**src/hw/rtl/ifmt_pkg.sv**
```systemverilog
// Package for the integer field formatter: field codes, character constants,
// microcode types and the status bundle shared by the sequencer and datapath.
// No dependencies.
package ifmt_pkg;

    localparam int MAX_FIELD = 64;
    localparam int CNT_W     = $clog2(MAX_FIELD + 1);
    localparam int IN_DATA_W = 56;
    localparam int DIG_MAX   = 11;
    localparam int DIG_IDX_W = $clog2(DIG_MAX);

    localparam logic [2:0] MODE_SDEC  = 3'd0;
    localparam logic [2:0] MODE_UDEC  = 3'd1;
    localparam logic [2:0] MODE_OCT   = 3'd2;
    localparam logic [2:0] MODE_HEXL  = 3'd3;
    localparam logic [2:0] MODE_HEXU  = 3'd4;
    localparam logic [2:0] MODE_CHAR  = 3'd5;

    localparam logic [2:0] FLAG_NONE  = 3'd0;
    localparam logic [2:0] FLAG_MINUS = 3'd1;
    localparam logic [2:0] FLAG_PLUS  = 3'd2;
    localparam logic [2:0] FLAG_SPACE = 3'd3;
    localparam logic [2:0] FLAG_HASH  = 3'd4;
    localparam logic [2:0] FLAG_ZERO  = 3'd5;

    localparam logic [7:0] CH_ZERO    = 8'd48;
    localparam logic [7:0] CH_LOWER_A = 8'd97;
    localparam logic [7:0] CH_UPPER_A = 8'd65;
    localparam logic [7:0] CH_LOWER_X = 8'd120;
    localparam logic [7:0] CH_UPPER_X = 8'd88;
    localparam logic [7:0] CH_MINUS   = 8'd45;
    localparam logic [7:0] CH_PLUS    = 8'd43;
    localparam logic [7:0] CH_SPACE   = 8'd32;

    localparam logic [31:0] RECIP_10  = 32'hCCCC_CCCD;

    typedef logic [3:0] upc_t;

    localparam upc_t STEP_IDLE  = 4'd0;
    localparam upc_t STEP_PREP  = 4'd1;
    localparam upc_t STEP_CHECK = 4'd2;
    localparam upc_t STEP_DIGA  = 4'd3;
    localparam upc_t STEP_DIGB  = 4'd4;
    localparam upc_t STEP_SIZE  = 4'd5;
    localparam upc_t STEP_SIZE2 = 4'd6;
    localparam upc_t STEP_TEST  = 4'd7;
    localparam upc_t STEP_LPAD  = 4'd8;
    localparam upc_t STEP_PRE   = 4'd9;
    localparam upc_t STEP_ZPAD  = 4'd10;
    localparam upc_t STEP_ZEROS = 4'd11;
    localparam upc_t STEP_DIG   = 4'd12;
    localparam upc_t STEP_RPAD  = 4'd13;

    typedef enum logic [3:0] {
        OP_LOAD,
        OP_PREP,
        OP_NOP,
        OP_DIGA,
        OP_DIGB,
        OP_SIZE,
        OP_SIZE2,
        OP_LPAD,
        OP_PRE,
        OP_ZPAD,
        OP_ZEROS,
        OP_DIG,
        OP_RPAD
    } op_t;

    typedef enum logic [2:0] {
        C_NONE,
        C_ALWAYS,
        C_NO_INPUT,
        C_BAD_MODE,
        C_NO_DIGITS,
        C_MORE_DIGITS,
        C_EMPTY,
        C_EMIT
    } cond_t;

    typedef struct packed {
        op_t   op;
        cond_t cond;
        upc_t  target;
    } ctrl_t;

    typedef struct packed {
        logic bad_mode;
        logic no_digits;
        logic more_digits;
        logic empty;
        logic seg_active;
        logic hold;
        logic finish;
    } status_t;

endpackage

```
**src/hw/rtl/ifmt_seq.sv**
```systemverilog
// Microcode sequencer of the integer field formatter: step counter, control
// store and conditional next-step logic. Depends on ifmt_pkg.
module ifmt_seq (
    input  logic              clk,
    input  logic              rst_n,
    input  logic              in_valid,
    input  ifmt_pkg::status_t status,
    output ifmt_pkg::ctrl_t   ctrl,
    output logic              in_ready
);
    import ifmt_pkg::*;

    upc_t upc_reg;
    upc_t upc_next;
    logic cond_true;

    function automatic ctrl_t ucode(input upc_t addr);
        ctrl_t w;
        case (addr)
            STEP_IDLE:  w = '{op: OP_LOAD,  cond: C_NO_INPUT,    target: STEP_IDLE};
            STEP_PREP:  w = '{op: OP_PREP,  cond: C_BAD_MODE,    target: STEP_IDLE};
            STEP_CHECK: w = '{op: OP_NOP,   cond: C_NO_DIGITS,   target: STEP_SIZE};
            STEP_DIGA:  w = '{op: OP_DIGA,  cond: C_NONE,        target: STEP_IDLE};
            STEP_DIGB:  w = '{op: OP_DIGB,  cond: C_MORE_DIGITS, target: STEP_DIGA};
            STEP_SIZE:  w = '{op: OP_SIZE,  cond: C_NONE,        target: STEP_IDLE};
            STEP_SIZE2: w = '{op: OP_SIZE2, cond: C_NONE,        target: STEP_IDLE};
            STEP_TEST:  w = '{op: OP_NOP,   cond: C_EMPTY,       target: STEP_IDLE};
            STEP_LPAD:  w = '{op: OP_LPAD,  cond: C_EMIT,        target: STEP_LPAD};
            STEP_PRE:   w = '{op: OP_PRE,   cond: C_EMIT,        target: STEP_PRE};
            STEP_ZPAD:  w = '{op: OP_ZPAD,  cond: C_EMIT,        target: STEP_ZPAD};
            STEP_ZEROS: w = '{op: OP_ZEROS, cond: C_EMIT,        target: STEP_ZEROS};
            STEP_DIG:   w = '{op: OP_DIG,   cond: C_EMIT,        target: STEP_DIG};
            STEP_RPAD:  w = '{op: OP_RPAD,  cond: C_EMIT,        target: STEP_RPAD};
            default:    w = '{op: OP_NOP,   cond: C_ALWAYS,      target: STEP_IDLE};
        endcase
        return w;
    endfunction

    assign ctrl     = ucode(upc_reg);
    assign in_ready = (ctrl.op == OP_LOAD);

    always_comb
    begin
        case (ctrl.cond)
            C_NONE:        cond_true = 1'b0;
            C_ALWAYS:      cond_true = 1'b1;
            C_NO_INPUT:    cond_true = !in_valid;
            C_BAD_MODE:    cond_true = status.bad_mode;
            C_NO_DIGITS:   cond_true = status.no_digits;
            C_MORE_DIGITS: cond_true = status.more_digits;
            C_EMPTY:       cond_true = status.empty;
            C_EMIT:        cond_true = status.seg_active;
            default:       cond_true = 1'b0;
        endcase
    end

    always_comb
    begin
        if (status.finish)
        begin
            upc_next = STEP_IDLE;
        end
        else if (status.hold)
        begin
            upc_next = upc_reg;
        end
        else if (cond_true)
        begin
            upc_next = ctrl.target;
        end
        else
        begin
            upc_next = upc_reg + 4'd1;
        end
    end

    always_ff @(posedge clk or negedge rst_n)
    begin
        if (!rst_n)
        begin
            upc_reg <= STEP_IDLE;
        end
        else
        begin
            upc_reg <= upc_next;
        end
    end

endmodule

```
**src/hw/rtl/ifmt_dp.sv**
```systemverilog
// Datapath of the integer field formatter: request registers, digit
// extraction, field sizing and the character output register. Depends on ifmt_pkg.
module ifmt_dp (
    input  logic                           clk,
    input  logic                           rst_n,
    input  ifmt_pkg::ctrl_t                ctrl,
    input  logic                           in_valid,
    input  logic [ifmt_pkg::IN_DATA_W-1:0] in_data,
    input  logic [2:0]                     in_user,
    input  logic                           out_ready,
    output logic                           out_valid,
    output logic [7:0]                     out_data,
    output logic                           out_last,
    output ifmt_pkg::status_t              status
);
    import ifmt_pkg::*;

    logic [2:0]           mode_reg;
    logic [31:0]          val_reg;
    logic                 short_reg;
    logic [2:0]           flag_reg;
    logic [6:0]           width_reg;
    logic                 pg_reg;
    logic [5:0]           prec_reg;
    logic [31:0]          mag_reg;
    logic                 neg_reg;
    logic [7:0]           chr_reg;
    logic [28:0]          quot_reg;
    logic [3:0]           dig_reg [DIG_MAX];
    logic [DIG_IDX_W-1:0] ndig_reg;
    logic [5:0]           zeros_reg;
    logic [1:0]           npre_reg;
    logic [7:0]           pre0_reg;
    logic [7:0]           pre1_reg;
    logic                 zfill_reg;
    logic [6:0]           pad_reg;
    logic [CNT_W-1:0]     n_reg;
    logic [CNT_W-1:0]     cnt_reg;
    logic                 out_valid_reg;
    logic [7:0]           out_char_reg;
    logic                 out_last_reg;

    logic                 accept;
    logic                 left;
    logic [31:0]          sext_val;
    logic                 neg_now;
    logic [31:0]          mag_now;
    logic [63:0]          prod;
    logic [31:0]          quot_x10;
    logic [31:0]          rem10;
    logic [3:0]           digit;
    logic [31:0]          mag_next;
    logic [5:0]           prec_eff;
    logic [5:0]           ndig6;
    logic [5:0]           zeros_now;
    logic [6:0]           body;
    logic [6:0]           len;
    logic [CNT_W-1:0]     n_now;
    logic [3:0]           rd_dig;
    logic [7:0]           alpha;
    logic [7:0]           dig_char;
    logic [7:0]           emit_char;
    logic                 seg_active;
    logic                 can_push;
    logic                 push;
    logic                 is_last;

    assign accept = (ctrl.op == OP_LOAD) && in_valid;
    assign left   = (flag_reg == FLAG_MINUS);

    always_comb
    begin
        if (!short_reg)
        begin
            sext_val = val_reg;
        end
        else if (mode_reg == MODE_SDEC)
        begin
            sext_val = {{16{val_reg[15]}}, val_reg[15:0]};
        end
        else
        begin
            sext_val = {16'd0, val_reg[15:0]};
        end
        neg_now = (mode_reg == MODE_SDEC) && sext_val[31];
        mag_now = neg_now ? (32'd0 - sext_val) : sext_val;
    end

    assign prod     = {32'd0, mag_reg} * {32'd0, RECIP_10};
    assign quot_x10 = {quot_reg, 3'd0} + {2'd0, quot_reg, 1'b0};
    assign rem10    = mag_reg - quot_x10;

    always_comb
    begin
        if (mode_reg == MODE_OCT)
        begin
            digit    = {1'b0, mag_reg[2:0]};
            mag_next = {3'd0, mag_reg[31:3]};
        end
        else if ((mode_reg == MODE_HEXL) || (mode_reg == MODE_HEXU))
        begin
            digit    = mag_reg[3:0];
            mag_next = {4'd0, mag_reg[31:4]};
        end
        else
        begin
            digit    = rem10[3:0];
            mag_next = {3'd0, quot_reg};
        end
    end

    assign ndig6    = {{(6 - DIG_IDX_W){1'b0}}, ndig_reg};
    assign prec_eff = pg_reg ? prec_reg : 6'd1;

    always_comb
    begin
        zeros_now = (prec_eff > ndig6) ? (prec_eff - ndig6) : 6'd0;
        if ((flag_reg == FLAG_HASH) && (mode_reg == MODE_OCT) && (zeros_now == 6'd0))
        begin
            zeros_now = 6'd1;
        end
        if (mode_reg == MODE_CHAR)
        begin
            zeros_now = 6'd0;
        end
    end

    assign body = {5'd0, npre_reg} + {1'b0, zeros_reg} + {{(7 - DIG_IDX_W){1'b0}}, ndig_reg};
    assign len  = (width_reg > body) ? width_reg : body;

    always_comb
    begin
        if (32'(len) > MAX_FIELD)
        begin
            n_now = CNT_W'(MAX_FIELD);
        end
        else
        begin
            n_now = CNT_W'(len);
        end
    end

    assign rd_dig   = dig_reg[ndig_reg - DIG_IDX_W'(1)];
    assign alpha    = (mode_reg == MODE_HEXU) ? CH_UPPER_A : CH_LOWER_A;
    assign dig_char = (rd_dig < 4'd10) ? (CH_ZERO + {4'd0, rd_dig})
                                       : (alpha + {4'd0, rd_dig} - 8'd10);

    always_comb
    begin
        seg_active = 1'b0;
        emit_char  = CH_SPACE;
        case (ctrl.op)
            OP_LPAD:
            begin
                seg_active = !left && !zfill_reg && (pad_reg != 7'd0);
            end
            OP_PRE:
            begin
                seg_active = (npre_reg != 2'd0);
                emit_char  = pre0_reg;
            end
            OP_ZPAD:
            begin
                seg_active = zfill_reg && (pad_reg != 7'd0);
                emit_char  = CH_ZERO;
            end
            OP_ZEROS:
            begin
                seg_active = (zeros_reg != 6'd0);
                emit_char  = CH_ZERO;
            end
            OP_DIG:
            begin
                seg_active = (ndig_reg != '0);
                emit_char  = (mode_reg == MODE_CHAR) ? chr_reg : dig_char;
            end
            OP_RPAD:
            begin
                seg_active = left && (pad_reg != 7'd0);
            end
            default:
            begin
                seg_active = 1'b0;
            end
        endcase
    end

    assign can_push = !out_valid_reg || out_ready;
    assign push     = seg_active && can_push;
    assign is_last  = (cnt_reg == (n_reg - CNT_W'(1)));

    assign status = '{
        bad_mode:    (mode_reg > MODE_CHAR),
        no_digits:   (mag_reg == 32'd0) || (mode_reg == MODE_CHAR),
        more_digits: (mag_next != 32'd0),
        empty:       (n_reg == '0),
        seg_active:  seg_active,
        hold:        seg_active && !can_push,
        finish:      push && is_last
    };

    always_ff @(posedge clk)
    begin
        if (accept)
        begin
            mode_reg  <= in_user;
            val_reg   <= in_data[31:0];
            short_reg <= in_data[32];
            flag_reg  <= in_data[35:33];
            width_reg <= in_data[42:36];
            pg_reg    <= in_data[43];
            prec_reg  <= in_data[49:44];
        end
        case (ctrl.op)
            OP_PREP:
            begin
                mag_reg  <= mag_now;
                neg_reg  <= neg_now;
                chr_reg  <= val_reg[7:0];
                ndig_reg <= (mode_reg == MODE_CHAR) ? DIG_IDX_W'(1) : '0;
            end
            OP_DIGA:
            begin
                quot_reg <= prod[63:35];
            end
            OP_DIGB:
            begin
                dig_reg[ndig_reg] <= digit;
                ndig_reg          <= ndig_reg + DIG_IDX_W'(1);
                mag_reg           <= mag_next;
            end
            OP_SIZE:
            begin
                zeros_reg <= zeros_now;
                zfill_reg <= (flag_reg == FLAG_ZERO) && !pg_reg && (mode_reg != MODE_CHAR);
                pre1_reg  <= (mode_reg == MODE_HEXU) ? CH_UPPER_X : CH_LOWER_X;
                if ((mode_reg == MODE_SDEC) && neg_reg)
                begin
                    npre_reg <= 2'd1;
                    pre0_reg <= CH_MINUS;
                end
                else if ((mode_reg == MODE_SDEC) && (flag_reg == FLAG_PLUS))
                begin
                    npre_reg <= 2'd1;
                    pre0_reg <= CH_PLUS;
                end
                else if ((mode_reg == MODE_SDEC) && (flag_reg == FLAG_SPACE))
                begin
                    npre_reg <= 2'd1;
                    pre0_reg <= CH_SPACE;
                end
                else if ((flag_reg == FLAG_HASH) && (ndig_reg != '0) &&
                         ((mode_reg == MODE_HEXL) || (mode_reg == MODE_HEXU)))
                begin
                    npre_reg <= 2'd2;
                    pre0_reg <= CH_ZERO;
                end
                else
                begin
                    npre_reg <= 2'd0;
                    pre0_reg <= CH_ZERO;
                end
            end
            OP_SIZE2:
            begin
                pad_reg <= (width_reg > body) ? (width_reg - body) : 7'd0;
                n_reg   <= n_now;
                cnt_reg <= '0;
            end
            default:
            begin
            end
        endcase
        if (push)
        begin
            cnt_reg      <= cnt_reg + CNT_W'(1);
            out_char_reg <= emit_char;
            out_last_reg <= is_last;
            case (ctrl.op)
                OP_LPAD, OP_ZPAD, OP_RPAD:
                begin
                    pad_reg <= pad_reg - 7'd1;
                end
                OP_PRE:
                begin
                    npre_reg <= npre_reg - 2'd1;
                    pre0_reg <= pre1_reg;
                end
                OP_ZEROS:
                begin
                    zeros_reg <= zeros_reg - 6'd1;
                end
                OP_DIG:
                begin
                    ndig_reg <= ndig_reg - DIG_IDX_W'(1);
                end
                default:
                begin
                end
            endcase
        end
    end

    always_ff @(posedge clk or negedge rst_n)
    begin
        if (!rst_n)
        begin
            out_valid_reg <= 1'b0;
        end
        else if (push)
        begin
            out_valid_reg <= 1'b1;
        end
        else if (out_ready)
        begin
            out_valid_reg <= 1'b0;
        end
    end

    assign out_valid = out_valid_reg;
    assign out_data  = out_char_reg;
    assign out_last  = out_last_reg;

endmodule

```
**src/hw/rtl/integer_field_formatter.sv**
```systemverilog
// Integer field formatter top level: one printf-style integer or character field per request.
// Steps: load, prepare, extract digits least significant first, size the field, then emit the
// left pad, prefix, zero pad, precision zeros, digits and right pad; empty runs emit nothing.
// A new request is taken only in the idle step, once the previous field's last character has
// entered the single character output register or the request was dropped as reserved or empty.
// Reset: rst_n (asynchronous, active low) clears the step counter and output valid only.
// Depends on ifmt_pkg, ifmt_seq and ifmt_dp.
module integer_field_formatter (
    input  logic                           clk,
    input  logic                           rst_n,
    input  logic                           s_axis_tvalid,
    output logic                           s_axis_tready,
    // value[31:0], short_mod[32], flag[35:33], width[42:36], prec_given[43], precision[49:44]
    input  logic [ifmt_pkg::IN_DATA_W-1:0] s_axis_tdata,
    // mode[2:0]
    input  logic [2:0]                     s_axis_tuser,
    output logic                           m_axis_tvalid,
    input  logic                           m_axis_tready,
    // char_out[7:0]
    output logic [7:0]                     m_axis_tdata,
    output logic                           m_axis_tlast
);
    import ifmt_pkg::*;

    ctrl_t   ctrl;
    status_t status;

    ifmt_seq u_seq (
        .clk      (clk),
        .rst_n    (rst_n),
        .in_valid (s_axis_tvalid),
        .status   (status),
        .ctrl     (ctrl),
        .in_ready (s_axis_tready)
    );

    ifmt_dp u_dp (
        .clk       (clk),
        .rst_n     (rst_n),
        .ctrl      (ctrl),
        .in_valid  (s_axis_tvalid),
        .in_data   (s_axis_tdata),
        .in_user   (s_axis_tuser),
        .out_ready (m_axis_tready),
        .out_valid (m_axis_tvalid),
        .out_data  (m_axis_tdata),
        .out_last  (m_axis_tlast),
        .status    (status)
    );

    a_accept_leaves_idle: assert property (@(posedge clk) disable iff (!rst_n)
        s_axis_tvalid && s_axis_tready |=> !s_axis_tready)
        else $error("sequencer stayed ready after accepting a request");

    a_idle_only_last_pending: assert property (@(posedge clk) disable iff (!rst_n)
        s_axis_tready && m_axis_tvalid |-> m_axis_tlast)
        else $error("sequencer idle while a field is only partly sent");

    a_output_held: assert property (@(posedge clk) disable iff (!rst_n)
        m_axis_tvalid && !m_axis_tready |=>
            m_axis_tvalid && $stable(m_axis_tdata) && $stable(m_axis_tlast))
        else $error("output word changed while stalled");

endmodule

```
**config.mk**
```make
export PLATFORM = sky130hd
export DESIGN_NAME = integer_field_formatter
export DESIGN_NICKNAME = d
export VERILOG_FILES = /design/src/hw/rtl/ifmt_pkg.sv /design/src/hw/rtl/ifmt_seq.sv /design/src/hw/rtl/ifmt_dp.sv /design/src/hw/rtl/integer_field_formatter.sv
export SDC_FILE = /design/constraint.sdc
export NUM_CORES = 2
export LEC_CHECK = 0
export BUFFER_PORTS_ARGS = -buffer_cell sky130_fd_sc_hd__buf_2
export CORE_AREA = 2 2 280 254
export DETAILED_ROUTE_END_ITERATION = 12
export DIE_AREA = 0 0 282 256
export PLACE_DENSITY = 0.53
export SLEW_MARGIN = 20
export SYNTH_ARGS = -nofsm -noshare
export SYNTH_HDL_FRONTEND = slang
export SYNTH_HIERARCHICAL = 1
export SYNTH_SLANG_ARGS = --single-unit
```
**constraint.sdc**
```tcl
create_clock -name clk -period 7.6 [get_ports clk]
set_input_delay 2.28 -clock clk [delete_from_list [all_inputs] [get_ports clk]]
set_output_delay 2.28 -clock clk [all_outputs]
set_load 0.01 [all_outputs]
```
==> reports/metrics.yaml <==
grt_overflow_total: 0
synth_area_um2: 28840
io_pins: 74
fp.dieW_um: 282
hpwlAfterDp_um: 73610
largest_register_ff_count: 44
path_class: "register to register"
die_h_um: 256
skew_ps: 12.07
finalHoldViolations: 0
fin_area_um2: 32420
maxCapViolations: 0
max_freq_mhz: 135.4
period_needed_ps: 7384
drive_gt1_share_pct: 11.47
crit_fanout: 5
first_pass_iters: 7
finalSetupTns_ps: 0
synth_fp_nets: 3644
num_vias: 20380
start_util_pct: 41.54
cts.clk_slew.worst_paths_ps: 70
portBuffers: 67
dieArea_um2: 72190
first_global_vias: 21420
status: "completed"
met3_length_um: 2514
row_count: 92
cts-htree-levels: 1
clockBufferDepth: 3
clock-sinks: 224
fin_util_pct: 46.70
cts_made_buffers: 23
finalCritPeriodShare_pct: 97.16
area_growth_syn_to_layout_pct: 12.41
placed_area_um2: 31400
hold_class: "register to register"
setup_violations: 0
antenna_cells: 0
synth_area_per_cell_um2: 10.34
relSlewSlack_pct: 24.83
fin_nets: 3855
grtUsageTotal_pct: 23.98
worst_setup_path_end_kind: "register"
core_area_um2: 69410
grt_pass1_wl_um: 130800
cp_data_required_time_ps: 7870
yosysWarnings: 6
drt-wirelength-per-cell_um: 21.15
globalplace.congestion: 0.9444
pre_cts_ws_ps: -468.9
dr.first_iter.drc_count: 1268
wl_um: 83690
drv_slew: 0
cp_data_arrival_time_ps: 7650
cp-start-kind: "register"
grt_setup_unrepaired: "false"
cts_tree: "yes"
met1_length_um: 38880
cts_hold_buf: 0
setup_slack_ps: 216.0
worst_pin_slew_ps: 1128
viasPerCell: 5.150
drc: 0
antenna_found_initial: 0
synthCells: 2789
ant_nets: 0
root_buffer: "clkbuf_16"
dr_wl_met2_um: 40540
insertion_delay_ps: 530
dr.max_layer_used: "met4"
grt_max_degree: 60
[layer usage]
| layer | vias up | track usage [%] |
|---|---|---|
| met4 | 0 | 4.344 |
| met3 | 69 | 1.862 |
| met5 | - | 0 |
| met1 | 10300 | 34.35 |
| met2 | 361 | 40.08 |
| li1 | 9650 | - |
[through the flow]
step                      hold WS (ps)  std cells
after detailed placement         438.4       3907
after CTS                        449.1       3950
after global routing             486.5       3957
after global placement           434.1       3907
after floorplan                  422.7       2789
final                            448.9       3957
[worst paths after layout]
check | start | end | slack, ps | cells past startpoint
setup reg to reg | u_dp/mag_reg[16] | u_dp/quot_reg[6] | 220 | 23
setup / recovery | u_dp/mag_reg[16] | u_dp/quot_reg[6] | 220 | 23
hold / removal | u_dp/pre0_reg[6] | u_dp/pre0_reg[6] | 450 | 2
min in group asynchronous | rst_n | u_seq/upc_reg[3] | 1560 | 1
max in group asynchronous | rst_n | u_seq/upc_reg[2] | 5920 | 1
hold reg to reg | u_dp/pre0_reg[6] | u_dp/pre0_reg[6] | 450 | 2
[final cells by class]
cell class	count	area, µm²
flip-flops and latches	224	6431
multi-input cells	1897	20000
clock buffers	28	594.3
fillers	6541	37000
well taps	940	1176
clock inverters	14	229.0
repair buffers	248	1707
inverters	606	2275
[cells in the final DEF (no fill, tap or decap), drive strengths merged, types with 20 or more instances in the layout]
master,n
o21ai,103
inv,607
nand3,35
xnor2,60
a21oi,137
edfxtp,192
a211oi,35
and3,20
ha,401
nand2b,22
dfxtp,27
nor2b,32
xor2,70
buf,248
a21o,65
nand2,124
clkbuf,28
fa,391
nor3,35
nor2,121
[critical path: stages, from the launching register on]
cell      delay, ps
edfxtp_1        440
buf_12          180
ha_1            310
inv_1           120
fa_1            560
inv_1            60
fa_1            510
inv_1            60
fa_1            490
inv_1            50
fa_1            590
fa_1            440
fa_1            500
fa_1            420
ha_1            300
and4_2          230
nand3_2         130
o22ai_1          80
a211o_1         370
or2_4           290
a221o_2         430
a311oi_2        280
buf_4           180
xnor2_1          90
[what timing repair did]
action | CTS | global route
setup buffers | 1 | 7
pin swaps | 0 | 5
endpoints found under the hold margin | 0 | 0
endpoints found under the setup margin | 10 | 13
resized for setup | 7 | 18
Power is not shown: default switching activity piles up to over one toggle a cycle in this logic, so the estimate is an artifact.
